**config.mk**
```make
export PLATFORM = sky130hd
export DESIGN_NAME = fragment_reassembly_tracker
export DESIGN_NICKNAME = d
export VERILOG_FILES = /design/src/rtl/frt_pkg.sv /design/src/rtl/fragment_reassembly_tracker.sv /design/src/rtl/frt_in_reg.sv /design/src/rtl/frt_core.sv /design/src/rtl/frt_out_reg.sv
export SDC_FILE = /design/constraint.sdc
export NUM_CORES = 1
export LEC_CHECK = 0
export BUFFER_PORTS_ARGS = -buffer_cell sky130_fd_sc_hd__buf_2
export CORE_MARGIN = 1
export CORE_UTILIZATION = 59
export CTS_CLUSTER_DIAMETER = 120
export DETAILED_ROUTE_END_ITERATION = 16
export GPL_TIMING_DRIVEN = 0
export PLACE_DENSITY = 0.81
export SLEW_MARGIN = 10
export SYNTH_ARGS = -nofsm -noshare
export SYNTH_HDL_FRONTEND = slang
export SYNTH_HIERARCHICAL = 1
export SYNTH_SLANG_ARGS = --single-unit
```
**constraint.sdc**
```tcl
create_clock -name clock -period 14.05 [get_ports clock]
set_input_delay 2.1075 -clock clock [delete_from_list [all_inputs] [get_ports clock]]
set_output_delay 2.1075 -clock clock [all_outputs]
set_load 0.02 [all_outputs]
```
**src/rtl/frt_pkg.sv**
```systemverilog
// frt_pkg: shared types, status codes and constants of the fragment reassembly tracker
// no dependencies; imported by every rtl/frt_* module and the top level

package frt_pkg;

   localparam int FRT_MAX_FRAGMENTS   = 16;
   localparam int FRT_HEADER_BYTES    = 16;
   localparam int FRT_DEFAULT_PAYLOAD = 65491;
   localparam int FRT_OFFSET_W        = 20;
   localparam int FRT_SIZE_W          = 21;

   typedef enum logic [2:0] {
      STATUS_END       = 3'd0,
      STATUS_MISMATCH  = 3'd1,
      STATUS_BAD_INDEX = 3'd2,
      STATUS_DUPLICATE = 3'd3,
      STATUS_ACCEPTED  = 3'd4,
      STATUS_COMPLETE  = 3'd5
   } status_type;

   typedef struct packed {
      logic [15:0]        datagram_length;
      logic [15:0]        fragment_index;
      logic [15:0]        fragment_count;
      logic [31:0]        frame_length;
      logic signed [63:0] timestamp;
   } req_type;

   typedef struct packed {
      status_type         status;
      logic [19:0]        write_offset;
      logic [15:0]        write_length;
      logic [19:0]        completed_size;
      logic signed [63:0] completed_timestamp;
   } rsp_type;

endpackage

```
**src/rtl/fragment_reassembly_tracker.sv**
```systemverilog
// fragment_reassembly_tracker: top level tying input register, core and result register
// depends on frt_pkg, frt_in_reg, frt_core and frt_out_reg
//
// usage:
//   req channel carries one parsed fragment header per transaction (req_valid,
//   req_stall, req_data); rsp channel returns exactly one result per header
//   (rsp_valid, rsp_stall, rsp_data) in arrival order.
//   csr channel writes the per-fragment payload size; csr_ready is always high,
//   write it only while no transaction is in flight.
//   rsp_valid rises once the header has passed the input register, the core and
//   the result register; a stalled result delays it.
//   throughput: one header per cycle unless a held result stalls the input; the
//   core's bitmap check and next-state logic are combinational between the registers.
//   reset (synchronous) empties both registers, clears the frame state and sets
//   the payload size to 65491.
//   while rsp_stall holds a result, one more header is taken into the input
//   register, after which req_stall rises until the result is taken.

module fragment_reassembly_tracker #(
   parameter int MAX_FRAGMENTS = frt_pkg::FRT_MAX_FRAGMENTS
) (
   input  logic             clock,
   input  logic             reset,
   input  logic             req_valid,
   output logic             req_stall,
   input  frt_pkg::req_type req_data,
   output logic             rsp_valid,
   input  logic             rsp_stall,
   output frt_pkg::rsp_type rsp_data,
   input  logic             csr_valid,
   output logic             csr_ready,
   input  logic [15:0]      csr_data
);
   import frt_pkg::*;

   logic    in_valid, out_ready, fire;
   req_type in_data;
   rsp_type result;

   assign csr_ready = 1'b1;

   frt_in_reg u_in_reg (
      .clock     (clock),
      .reset     (reset),
      .req_valid (req_valid),
      .req_stall (req_stall),
      .req_data  (req_data),
      .fire      (fire),
      .in_valid  (in_valid),
      .in_data   (in_data)
   );

   frt_core #(
      .MAX_FRAGMENTS (MAX_FRAGMENTS)
   ) u_core (
      .clock     (clock),
      .reset     (reset),
      .csr_valid (csr_valid && csr_ready),
      .csr_data  (csr_data),
      .in_valid  (in_valid),
      .in_data   (in_data),
      .out_ready (out_ready),
      .fire      (fire),
      .result    (result)
   );

   frt_out_reg u_out_reg (
      .clock     (clock),
      .reset     (reset),
      .fire      (fire),
      .result    (result),
      .out_ready (out_ready),
      .rsp_valid (rsp_valid),
      .rsp_stall (rsp_stall),
      .rsp_data  (rsp_data)
   );

`ifndef ASSERT_OFF
   // input side only backs up when a result is held by the receiver
   a_stall_cause: assert property (@(posedge clock) disable iff (reset)
      req_stall |-> (rsp_valid && rsp_stall))
      else $error("req_stall without a stalled result");

   // every transaction through the core shows up as a result next cycle
   a_fire_result: assert property (@(posedge clock) disable iff (reset)
      fire |=> rsp_valid)
      else $error("processed header produced no result");

   // dropped or end transactions carry no write
   a_drop_no_write: assert property (@(posedge clock) disable iff (reset)
      (rsp_valid && (rsp_data.status == STATUS_END || rsp_data.status == STATUS_MISMATCH ||
                     rsp_data.status == STATUS_BAD_INDEX ||
                     rsp_data.status == STATUS_DUPLICATE))
      |-> (rsp_data.write_offset == '0 && rsp_data.write_length == '0 &&
           rsp_data.completed_size == '0))
      else $error("dropped transaction carries write fields");
`endif
endmodule

```
**src/rtl/frt_in_reg.sv**
```systemverilog
// frt_in_reg: input register holding one fragment header transaction
// depends on frt_pkg for req_type

module frt_in_reg (
   input  logic            clock,
   input  logic            reset,
   input  logic            req_valid,
   output logic            req_stall,
   input  frt_pkg::req_type req_data,
   input  logic            fire,
   output logic            in_valid,
   output frt_pkg::req_type in_data
);
   import frt_pkg::*;

   logic    valid_ff, valid_in;
   req_type data_ff;
   logic    accept;

   assign req_stall = valid_ff && !fire;
   assign accept    = req_valid && !req_stall;

   always_comb begin
      valid_in = valid_ff;
      if (accept) begin
         valid_in = 1'b1;
      end else if (fire) begin
         valid_in = 1'b0;
      end
   end

   always_ff @(posedge clock) begin
      if (reset) begin
         valid_ff <= 1'b0;
      end else begin
         valid_ff <= valid_in;
      end
   end

   always_ff @(posedge clock) begin
      if (accept) begin
         data_ff <= req_data;
      end
   end

   assign in_valid = valid_ff;
   assign in_data  = data_ff;
endmodule

```
**src/rtl/frt_core.sv**
```systemverilog
// frt_core: frame state, payload size register and the per-fragment decision logic
// depends on frt_pkg for req_type, rsp_type, status codes and constants

module frt_core #(
   parameter int MAX_FRAGMENTS = frt_pkg::FRT_MAX_FRAGMENTS
) (
   input  logic             clock,
   input  logic             reset,
   input  logic             csr_valid,
   input  logic [15:0]      csr_data,
   input  logic             in_valid,
   input  frt_pkg::req_type in_data,
   input  logic             out_ready,
   output logic             fire,
   output frt_pkg::rsp_type result
);
   import frt_pkg::*;

   localparam int IDX_W = (MAX_FRAGMENTS > 1) ? $clog2(MAX_FRAGMENTS) : 1;
   localparam int OFF_W = IDX_W + 16;

   logic [15:0]                payload_ff;
   logic [15:0]                count_ff, count_in;
   logic signed [63:0]         stamp_ff, stamp_in;
   logic [MAX_FRAGMENTS-1:0]   bits_ff, bits_in;
   logic [31:0]                cap_ff, cap_in;
   logic [FRT_SIZE_W-1:0]      size_ff, size_in;

   // state as seen after a possible restart by index zero
   logic [15:0]                count_eff;
   logic signed [63:0]         stamp_eff;
   logic [MAX_FRAGMENTS-1:0]   bits_eff;
   logic [31:0]                cap_eff;
   logic [FRT_SIZE_W-1:0]      size_eff;

   logic                       is_end, restart, mismatch, bad_index, dup, done;
   logic [15:0]                payload;
   logic [IDX_W-1:0]           idx;
   logic [MAX_FRAGMENTS-1:0]   onehot, bits_new;
   logic [OFF_W-1:0]           offset;
   logic [32:0]                offset33, end33;
   logic [15:0]                copy;
   logic [FRT_SIZE_W-1:0]      size_new;

   assign fire = in_valid && out_ready;

   always_comb begin
      is_end   = in_data.datagram_length <= 16'(FRT_HEADER_BYTES);
      payload  = in_data.datagram_length - 16'(FRT_HEADER_BYTES);
      restart  = !is_end && (in_data.fragment_index == 16'd0);

      count_eff = count_ff;
      stamp_eff = stamp_ff;
      bits_eff  = bits_ff;
      cap_eff   = cap_ff;
      size_eff  = size_ff;
      if (restart) begin
         count_eff = in_data.fragment_count;
         stamp_eff = in_data.timestamp;
         bits_eff  = '0;
         size_eff  = '0;
         if (cap_ff < in_data.frame_length) begin
            cap_eff = in_data.frame_length;
         end
      end

      mismatch  = (count_eff != in_data.fragment_count) || (stamp_eff != in_data.timestamp);
      bad_index = (in_data.fragment_index >= in_data.fragment_count) ||
                  (32'(in_data.fragment_index) >= MAX_FRAGMENTS);
      idx       = in_data.fragment_index[IDX_W-1:0];
      dup       = bits_eff[idx];
      onehot    = '0;
      onehot[idx] = 1'b1;
      bits_new  = bits_eff | onehot;

      offset   = OFF_W'(idx) * OFF_W'(payload_ff);
      offset33 = 33'(offset);
      end33    = offset33 + 33'(payload);
      if (end33 <= {1'b0, cap_eff}) begin
         copy = payload;
      end else if (offset33 > {1'b0, cap_eff}) begin
         copy = '0;
      end else begin
         // room left is below the payload length here, so it fits 16 bits
         copy = 16'(cap_eff - offset33[31:0]);
      end
      size_new = size_eff + FRT_SIZE_W'(copy);

      // frames with a zero or oversized count never complete
      done = (count_eff != 16'd0) && (32'(count_eff) <= MAX_FRAGMENTS);
      for (int k = 0; k < MAX_FRAGMENTS; k++) begin
         if ((32'(k) < 32'(count_eff)) && !bits_new[k]) begin
            done = 1'b0;
         end
      end

      result   = '0;
      count_in = count_ff;
      stamp_in = stamp_ff;
      bits_in  = bits_ff;
      cap_in   = cap_ff;
      size_in  = size_ff;
      priority if (is_end) begin
         result.status = STATUS_END;
      end else if (mismatch) begin
         result.status = STATUS_MISMATCH;
      end else if (bad_index) begin
         result.status = STATUS_BAD_INDEX;
      end else if (dup) begin
         result.status = STATUS_DUPLICATE;
      end else begin
         result.status       = done ? STATUS_COMPLETE : STATUS_ACCEPTED;
         result.write_offset = offset33[FRT_OFFSET_W-1:0];
         result.write_length = copy;
         if (done) begin
            result.completed_size      = size_new[FRT_OFFSET_W-1:0];
            result.completed_timestamp = stamp_eff;
         end
      end

      if (!is_end) begin
         count_in = count_eff;
         stamp_in = stamp_eff;
         bits_in  = bits_eff;
         cap_in   = cap_eff;
         size_in  = size_eff;
         if (!mismatch && !bad_index && !dup) begin
            bits_in = bits_new;
            size_in = size_new;
            if (done) begin
               // buffer handed off; bitmap kept so repeats read as duplicates
               cap_in = '0;
            end
         end
      end
   end

   always_ff @(posedge clock) begin
      if (reset) begin
         payload_ff <= 16'(FRT_DEFAULT_PAYLOAD);
         count_ff   <= '0;
         stamp_ff   <= '0;
         bits_ff    <= '0;
         cap_ff     <= '0;
         size_ff    <= '0;
      end else begin
         if (csr_valid) begin
            payload_ff <= csr_data;
         end
         if (fire) begin
            count_ff <= count_in;
            stamp_ff <= stamp_in;
            bits_ff  <= bits_in;
            cap_ff   <= cap_in;
            size_ff  <= size_in;
         end
      end
   end
endmodule

```
**src/rtl/frt_out_reg.sv**
```systemverilog
// frt_out_reg: result register toward the response channel
// depends on frt_pkg for rsp_type

module frt_out_reg (
   input  logic             clock,
   input  logic             reset,
   input  logic             fire,
   input  frt_pkg::rsp_type result,
   output logic             out_ready,
   output logic             rsp_valid,
   input  logic             rsp_stall,
   output frt_pkg::rsp_type rsp_data
);
   import frt_pkg::*;

   logic    valid_ff, valid_in;
   rsp_type data_ff;

   assign out_ready = !valid_ff || !rsp_stall;
   assign valid_in  = fire || (valid_ff && rsp_stall);

   always_ff @(posedge clock) begin
      if (reset) begin
         valid_ff <= 1'b0;
      end else begin
         valid_ff <= valid_in;
      end
   end

   always_ff @(posedge clock) begin
      if (fire) begin
         data_ff <= result;
      end
   end

   assign rsp_valid = valid_ff;
   assign rsp_data  = data_ff;
endmodule

```
; ---- Word level (Yosys, flattened, before mapping)
; Cells that the tools add are included.
[totals]
reg_bits = 434
in_bits = 165
output_inout_bits = 126
word_cells = 153
[op_classes]
add_sub_neg = 4
multipliers = 1
n_lt_le_gt_ge = 25
eq_ne = 2
mux = 38
bitwise_logic = 3
n_reduce_logical = 60
[op_table]
columns = op, count
row1 = 4-bit by 16-bit less-than comparator with 1-bit output (first input constant), 8
row2 = 32-bit 2-to-1 mux, 4
row3 = 16-bit 2-to-1 mux, 5
row4 = 3-bit by 16-bit less-than comparator with 1-bit output (first input constant), 4
row5 = 64-bit 2-to-1 mux, 1
row6 = 64-bit != test, 1
row7 = 21-bit 2-to-1 mux, 2
row8 = 20-bit by 32-bit greater-than comparator with 1-bit output, 1
row9 = 16-bit by 5-bit <= comparator with 1-bit output (second input constant), 2
row10 = 21-bit by 32-bit <= comparator with 1-bit output, 1
row11 = 1-bit by 16-bit less-than comparator with 1-bit output (first input constant), 2
row12 = 2-bit by 16-bit less-than comparator with 1-bit output (first input constant), 2
row13 = 32-bit less-than comparator, 1
row14 = 1-bit logical AND, 25
row15 = 1-bit logical NOT, 24
row16 = 1-bit 2-to-1 mux, 22
row17 = 20-bit by 16-bit adder with 21-bit output, 1
row18 = 21-bit by 16-bit adder with 21-bit output, 1
row19 = 4-bit by 16-bit multiplier with 20-bit output, 1
row20 = 16-bit >= comparator, 1
row21 = 16-bit by 5-bit >= comparator with 1-bit output (second input constant), 1
row22 = 16-bit logical NOT, 1
row23 = 16-bit != test, 1
row24 = 16-bit bitwise OR, 1
row25 = other kinds (15), 20

; ---- Logic depth before layout (Yosys ltp)
; Gate-level depths: netlist of run 1.
[logic_depth]
word_depth = 27
depth_mapped = 50
mapped_depth_nobuf = 46

; ---- Modules after synthesis
; Netlist of run 1, hierarchy kept.
[by_module_without_submodules]
columns = mod, instances, cells_each, area_each_um2, seq_area_each_um2
row1 = frt_core, 1, 2139, 15954.1, 3283.1
row2 = frt_in_reg, 1, 148, 4374.2, 4344.2
row3 = frt_out_reg, 1, 127, 3726.1, 3713.6
row4 = fragment_reassembly_tracker, 1, 2, 11.3, 0.0

; ---- Worst setup path before layout of run 1
; Ideal clock, no wire load.
[synth_timing]
kind = input port to flip-flop
from = in rsp_stall
to = reg u_in_reg.data_ff (netlist bit u_in_reg/in_data[0]) (enable)
setup_ps = 663
t_arrival_ps = 11737
required_ps = 13387
slack_ps = 1650
stages = 4
n_path_buf = 0
path_cell_list = nand2_1 -> and2_1 -> nor2b_4 -> nor2b_1
[synth_between]
elab_chain_len = 7
[synth_rtl]
columns = element, line
row1 = "start, declared", fragment_reassembly_tracker.sv:28  ; input logic rsp_stall,
row2 = 1-bit logical NOT, frt_out_reg.sv:19  ; assign out_ready = !valid_ff || !rsp_stall;
row3 = 1-bit logical OR, frt_out_reg.sv:19
row4 = 1-bit logical AND, frt_core.sv:45  ; assign fire = in_valid && out_ready;
row5 = named net fire, fragment_reassembly_tracker.sv:36  ; logic in_valid, out_ready, fire;
row6 = 1-bit logical NOT, frt_in_reg.sv:20  ; assign req_stall = valid_ff && !fire;
row7 = 1-bit logical AND, frt_in_reg.sv:20
row8 = named net req_stall, fragment_reassembly_tracker.sv:25  ; output logic req_stall,
row9 = 1-bit logical NOT, frt_in_reg.sv:21  ; assign accept = req_valid && !req_stall;
row10 = 1-bit logical AND, frt_in_reg.sv:21
row11 = named net u_in_reg.accept, frt_in_reg.sv:18  ; logic accept;
row12 = "end signal, assigned", frt_in_reg.sv:42  ; data_ff <= req_data;
row13 = "end, declared", frt_in_reg.sv:17  ; req_type data_ff;
; The timed path passes the listed nets, and every way through them passes these cells.
; A chain may end at the register's enable or synchronous reset.

; ---- Final worst setup path of run 1
[layout_timing]
from = reg u_in_reg.data_ff (netlist bit u_in_reg/in_data[113])
to = reg u_out_reg.data_ff (netlist bit u_out_reg/rsp_data[81]), data pin
[layout_between]
elab_chain_len = 25
word_cells_on_any_way = 98
cone_classes = add/sub (3) / mul (1) / order compare (23) / eq/ne (2) / mux (27) / bitwise (2) / reduce/logical (40)
[layout_rtl]
columns = element, line
row1 = "parallel branches: the longest is 25 deep, another holds 21-bit by 32-bit <= comparator with 1-bit output", -
row2 = "end signal, assigned", frt_out_reg.sv:32  ; data_ff <= result;
row3 = "end, declared", frt_out_reg.sv:17  ; rsp_type data_ff;
; Parallel ways; which one is timed is not known. The select of a mux whose other input is x is not followed.

==> results of run 1 <==
==> cell usage after synthesis (16+ instances only) <==
| cell type | instances |
|---|---|
| a22oi_1 | 20 |
| ha_1 | 155 |
| xor2_1 | 108 |
| o21ai_0 | 71 |
| nor2_1 | 143 |
| a21oi_1 | 154 |
| and2_1 | 82 |
| nor3_1 | 37 |
| xnor2_1 | 46 |
| a21oi_2 | 66 |
| nand4_1 | 21 |
| dfxtp_1 | 166 |
| nand3_1 | 23 |
| clkbuf_1 | 80 |
| mux2i_1 | 43 |
| nor2b_1 | 23 |
| fa_1 | 31 |
| o21a_1 | 16 |
| nor4_1 | 42 |
| edfxtp_1 | 267 |
| a21o_1 | 22 |
| inv_1 | 167 |
| nand2_1 | 400 |
==> registers in the layout, indices dropped and copies added, names as in the netlist <==
| name | flops |
|---|---|
| u_in_reg/in_valid | 1 |
| u_out_reg/rsp_data | 123 |
| u_out_reg/rsp_valid | 1 |
| u_in_reg/in_data | 144 |
| u_core/cap_ff | 32 |
| u_core/stamp_ff | 64 |
| u_core/bits_ff | 16 |
| u_core/payload_ff | 16 |
| u_core/size_ff | 20 |
| u_core/count_ff | 16 |
==> layout make-up <==
type                            count  area (µm²)
Antenna cell                        1        2.50
Buffer                            104         478
Clock buffer                       63        1350
Clock inverter                     23         223
Fill cell                        3021       12000
Inverter                          170         638
Multi-Input combinational cell   1709       11600
Sequential cell                   433       11300
Tap cell                          525         657
Timing Repair Buffer              296        1640
==> logic make-up (layout without fill, tap and decap cells) <==
logic type	count (synthesis)	count (layout)	synth area share, %
AO/OA/AOI/OAI	489	489	13.7
XOR/XNOR	154	154	5.60
adder cells (fa/ha/maj)	186	186	10.6
buffers and inverters	274	656	4.64
flip-flops	433	433	47.1
multiplexers	53	53	2.50
other	1	2	0.0156
AND/OR/NAND/NOR	826	826	15.8
==> worst max-delay path: cells and delay by family (launching register included) <==
| family | cells | cell delay, ns |
|---|---|---|
| AO/OA/AOI/OAI | 25 | 6.19 |
| adder cells (fa/ha/maj) | 6 | 2.38 |
| buffers and inverters | 9 | 2.08 |
| XOR/XNOR | 3 | 0.86 |
| AND/OR/NAND/NOR | 5 | 0.82 |
| flip-flops | 1 | 0.49 |
==> stage by stage <==
step           setup slack (ns)  std cells
2_1_floorplan              1.65       2416
3_3_place_gp              -2.47       3229
3_5_place_dp               1.15       3237
4_1_cts                    1.08       3323
5_1_grt                   0.237       3324
6_report                  0.997       3324
==> power by group <==
| group | switching [mW] | leakage, nW | internal (mW) | total (mW) |
|---|---|---|---|---|
| Sequential | 0.0372 | 3.92 | 1.40 | 1.44 |
| Combinational | 1.18 | 6.68 | 0.725 | 1.91 |
| Clock | 0.512 | 0.766 | 0.729 | 1.24 |
| Total | 1.73 | 11.4 | 2.86 | 4.59 |
==> placed cells by master, fill, tap and decap left out, drive strengths merged, types with 6 or more instances in the layout <==
master	netlist	layout
nand3	23	23
a211oi	11	11
nand2b	15	15
o2111ai	7	7
o211ai	10	10
o31ai	6	6
xor2	108	108
ha	155	155
xnor2	46	46
fa	31	31
mux2i	44	44
o22ai	13	13
nor4	44	44
nand4	21	21
a21boi	9	9
nor2b	24	24
a22oi	20	20
nor2	143	143
and3	13	13
edfxtp	267	267
dfxtp	166	166
a32oi	9	9
a21o	22	22
nand2	400	400
o2bb2ai	8	8
and2	84	84
clkinv	2	17
inv	168	169
a21oi	220	220
a31oi	6	6
o21a	16	16
nor3	37	37
o21ai	76	76
clkbuf	81	144
buf	23	319
a2bb2oi	13	13
==> final timing paths <==
| kind | startpoint | endpoint |
|---|---|---|
| worst max-delay path | u_in_reg/in_data[113]$_DFFE_PP_ | u_out_reg/rsp_data[81]$_DFFE_PP_ |
| worst min-delay path | u_core/size_ff[13]$_SDFFE_PP0P_ | u_core/size_ff[13]$_SDFFE_PP0P_ |
| worst max register to register | u_in_reg/in_data[113]$_DFFE_PP_ | u_out_reg/rsp_data[81]$_DFFE_PP_ |
| worst min register to register | u_core/size_ff[13]$_SDFFE_PP0P_ | u_core/size_ff[13]$_SDFFE_PP0P_ |
==> repair_timing <==
| action | in CTS | in global routing |
|---|---|---|
| endpoints found under the setup margin | 0 | 6 |
| hold buffers | 0 | 0 |
| gates resized for setup | 0 | 2 |
==> routing by layer <==
metal	track usage (%)	wire [µm]
met5	0	0
met4	11.7	2260
met3	4.62	5810
met2	50.7	30700
met1	44.1	28300
==> results.json, run 1 <==
{
  "drc": 0,
  "ys.flop_type": "edfxtp_1",
  "grt_pass1_wl_um": 102000,
  "slew_headroom_pct": 35.2,
  "die_h_um": 204,
  "synth_cells": 2416,
  "port_buffers": 288,
  "fin_util_pct": 69.9,
  "maxCapViolCount": 0,
  "first_pass_iters": 5,
  "worstSetupEndpointType": "flop",
  "max_slew.worst_pin.slew_ns": 0.972,
  "maxSlewViolCount": 0,
  "grt_max_degree": 54,
  "pin_count": 291,
  "cts-root-buf": "clkbuf_16",
  "netlist_area_mm2": 0.0241,
  "cts_buffer_depth": 3,
  "power.density_mw_per_mm2": 164,
  "fin_tns_setup_ns": 0,
  "cts-buffers-inserted": 46,
  "holdWs_ns": 0.448,
  "drive_above_1_share_pct": 17.4,
  "required_ns": 14.40,
  "r2r_cells": 48,
  "dieArea_mm2": 0.0416,
  "detail_route.wirelength_um": 67000,
  "ant_nets": 0,
  "holdCritPathClass": "flop to flop",
  "max_stage_delay_ns": 0.67,
  "crit_type": "flop to flop",
  "p_leak_nw": 11.4,
  "antenna_found_initial": 1,
  "area_growth_pct": 16.2,
  "worstSetupStartpointType": "flop",
  "synth_top_area_share_pct": 33.3,
  "dp_hpwl_um": 51600,
  "clock-sinks": 433,
  "grtUsageTotal_pct": 31.8,
  "cts_setup_buffers": 0,
  "ys_ff_latch": 433,
  "cts.htree.levels": 2,
  "fp.dieW_um": 204,
  "synthArstFlopShare_pct": 0,
  "finalClockSkew_ns": 0.0167,
  "grt_pass1_vias": 18800,
  "yosysWarnings": 6,
  "peakVddDrop_mv": 0.116,
  "outcome": "finished, final reports clean",
  "dpl_cell_area_mm2": 0.0264,
  "final_area_mm2": 0.0280,
  "drt_iter0_markers": 1893,
  "finalHoldViolCount": 0,
  "clkTransAtPathRegs_ns": 0.06,
  "avgRoutedWirePerCell_um": 20.2,
  "arrival_ns": 13.40,
  "hold_depth": 2,
  "rsz0062_at_grt": "false",
  "min_period_over_period_pct": 92.9,
  "gr-total-overflow": 0,
  "gp_congestion": 0.976,
  "initial_core_util_pct": 60.2,
  "syn_area_per_cell_um2": 9.96,
  "setup_violations": 0,
  "min_period_ns": 13.05,
  "ys_top_cells_by_area": "edfxtp_1, dfxtp_1, ha_1",
  "via_count": 19600,
  "crit_top_cell": "o21ai_0",
  "critPathMaxFanout": 10,
  "total_power_mw": 4.59,
  "fmax_mhz": 76.6,
  "rows": 73,
  "worstSkewPairLatency_ns": 0.59,
  "cts_tree": "yes",
  "nets": 3111,
  "synth-edff-count": 267,
  "design.core.area_mm2": 0.0400,
  "viasPerCell": 5.90,
  "yosysTopAreaCell": "edfxtp_1",
  "synth_seq_area_share_pct": 47.1,
  "ys_types": 84,
  "syn-num-nets": 2767,
  "crit_slowest_cell": "a2111oi_0",
  "reg2reg_setup_slack_ns": 1.0
}
(Power assumes the default switching activity.)
==> inputs of run 2 (changes only) <==
--- a/config.mk
+++ b/config.mk
@@ -8,6 +8,7 @@
 export BUFFER_PORTS_ARGS = -buffer_cell sky130_fd_sc_hd__buf_2
 export CORE_MARGIN = 1
 export CORE_UTILIZATION = 59
+export CTS_BUF_LIST = sky130_fd_sc_hd__clkbuf_8 sky130_fd_sc_hd__clkbuf_16
 export CTS_CLUSTER_DIAMETER = 120
 export DETAILED_ROUTE_END_ITERATION = 16
 export GPL_TIMING_DRIVEN = 0
==> run 2 against run 1 <==
Combinational power barely moved; cell count stayed put; maximum frequency barely moved; register-to-register slack hardly changed; global-route usage did not move; via count down 0.12%; core utilization unchanged; flip-flop and latch count unchanged; highest routed layer unchanged; clock skew up 0.0024 ns.
==> results.json, run 2 (synthesized netlist as in run 1, its figures left out) <==
{
  "worstSetupStartpointType": "flop",
  "reg2reg_from": "u_in_reg/in_data[113]$_DFFE_PP_",
  "cts.htree.levels": 2,
  "max_slew.worst_pin.slew_ns": 1.00,
  "crit_slowest_cell": "a2111oi_0",
  "reg2reg_setup_slack_ns": 1.01,
  "fmax_mhz": 76.7,
  "fp.dieW_um": 204,
  "port_buffers": 288,
  "finalHoldViolCount": 0,
  "worstSkewPairLatency_ns": 0.59,
  "layout_commonest_cell": "nand2_1",
  "grt_pass1_wl_um": 102000,
  "fin_tns_setup_ns": 0,
  "crit_type": "flop to flop",
  "outcome": "finished, final reports clean",
  "holdCritPathClass": "flop to flop",
  "arrival_ns": 13.39,
  "avgRoutedWirePerCell_um": 20.2,
  "rsz0062_at_grt": "false",
  "nets": 3111,
  "holdWs_ns": 0.448,
  "worstReg2RegEnd": "u_out_reg/rsp_data[81]$_DFFE_PP_",
  "min_period_ns": 13.04,
  "rows": 73,
  "min_period_over_period_pct": 92.8,
  "critPathTopFamily": "compound AO/OA/AOI/OAI gates",
  "mostFrequentLayoutCells": "nand2_1, buf_2, edfxtp_1",
  "clkTransAtPathRegs_ns": 0.06,
  "via_count": 19600,
  "maxCapViolCount": 0,
  "r2r_cells": 48,
  "maxSlewViolCount": 0,
  "cts-root-buf": "clkbuf_16",
  "min_from": "u_core/size_ff[13]$_SDFFE_PP0P_",
  "largest_reg_flops": 144,
  "setup_violations": 0,
  "pin_count": 291,
  "finalClockSkew_ns": 0.0190,
  "peakVddDrop_mv": 0.116,
  "first_pass_iters": 6,
  "hold_end": "u_core/size_ff[13]$_SDFFE_PP0P_",
  "cts-buffers-inserted": 46,
  "regMostFlops": "u_in_reg/in_data",
  "dp_hpwl_um": 51600,
  "initial_core_util_pct": 60.2,
  "antenna_found_initial": 1,
  "p_leak_nw": 11.4,
  "viasPerCell": 5.89,
  "gp_congestion": 0.976,
  "power.density_mw_per_mm2": 164,
  "max_stage_delay_ns": 0.67,
  "grt_max_degree": 54,
  "dieArea_mm2": 0.0416,
  "hold_depth": 2,
  "fill_cells": 3021,
  "detail_route.wirelength_um": 67000,
  "grt_pass1_vias": 18800,
  "gr-total-overflow": 0,
  "slew_headroom_pct": 33.0,
  "drive_above_1_share_pct": 17.4,
  "worstPathBufferInverterCount": 9,
  "critPathMaxFanout": 10,
  "drt_iter0_markers": 1893,
  "ant_nets": 0,
  "crit_top_cell": "o21ai_0",
  "design.core.area_mm2": 0.0400,
  "cts_buffer_depth": 3,
  "clock-sinks": 433,
  "drc": 0,
  "worstSetupEndpointType": "flop",
  "grtUsageTotal_pct": 31.8,
  "die_h_um": 204,
  "area_growth_pct": 16.2,
  "cts_tree": "yes",
  "required_ns": 14.40
}
==> run 2: cell types whose count changed in the layout (fill, tap and decap cells not counted) <==
cell / delta
inv_1: +6
clkbuf_1: -6
==> run 2: timing repair <==
item,4_1_cts,5_1_grt
endpoints found under the setup margin,0,6
resized for setup,0,2
hold buffers,0,0
buffers inserted,0,0
==> run 2: per-layer routing <==
layer  track usage, %  vias to the layer above  wire length [µm]
li1                 -                     9151                 -
met5                0                        -                 0
met3             4.62                      132              5930
met1             44.1                     9350             28200
met2             50.7                      942             30700
met4             11.7                        0              2190
==> run 2: power breakdown <==
group | switching (mW) | total, mW | internal (mW)
Combinational | 1.18 | 1.91 | 0.725
Sequential | 0.0372 | 1.44 | 1.40
Clock | 0.514 | 1.24 | 0.725
==> run 2: worst reg2reg max path: cells and delay by family, from the launching register on <==
| family | cells | cell delay, ns |
|---|---|---|
| fa+ha+maj | 6 | 2.38 |
| flops | 1 | 0.49 |
| buf+inv | 9 | 2.07 |
| simple gates | 5 | 0.82 |
| compound gates | 25 | 6.19 |
| xor+xnor | 3 | 0.86 |
==> run 2: layout make-up <==
| class | instances | area (µm²) | share of cell area, % |
|---|---|---|---|
| repair buffers | 296 | 1640 | 5.86 |
| clock buffers | 57 | 1330 | 4.74 |
| clock inverters | 29 | 245 | 0.877 |
| inverters | 170 | 638 | 2.28 |
| diodes | 1 | 2.50 | 0.00895 |
| plain buffers | 104 | 478 | 1.71 |
| flip-flops and latches | 433 | 11300 | 40.6 |
| well taps | 525 | 657 | 2.35 |
| multi-input cells | 1709 | 11600 | 41.6 |
==> run 2: worst max path at each step <==
stage	slack [ns]	from	cells past startpoint	end
3_3_place_gp	-2.47	rsp_stall	5	u_in_reg/in_data[112]$_DFFE_PP_
6_report	1.01	u_in_reg/in_data[113]$_DFFE_PP_	48	u_out_reg/rsp_data[81]$_DFFE_PP_
3_5_place_dp	1.15	u_in_reg/in_data[113]$_DFFE_PP_	49	u_out_reg/rsp_data[81]$_DFFE_PP_
2_1_floorplan	1.65	rsp_stall	4	u_in_reg/in_data[0]$_DFFE_PP_
4_1_cts	1.08	u_in_reg/in_data[113]$_DFFE_PP_	49	u_out_reg/rsp_data[81]$_DFFE_PP_
5_1_grt	0.24	u_in_reg/in_data[113]$_DFFE_PP_	50	u_out_reg/rsp_data[81]$_DFFE_PP_
==> run 2: per-stage QoR <==
step                      utilization [%]  setup slack [ns]  instance area [µm²]  power [mW]  instances
final                                69.9              1.01                28000        4.59       3324
after global routing                 69.9             0.237                28000        4.81       3324
after CTS                            69.8              1.08                27900        4.55       3323
after detailed placement             65.9              1.15                26400        3.30       3237
after global placement               65.4             -2.47                26200        3.25       3229
after floorplan                         -              1.65                24100        2.78       2416
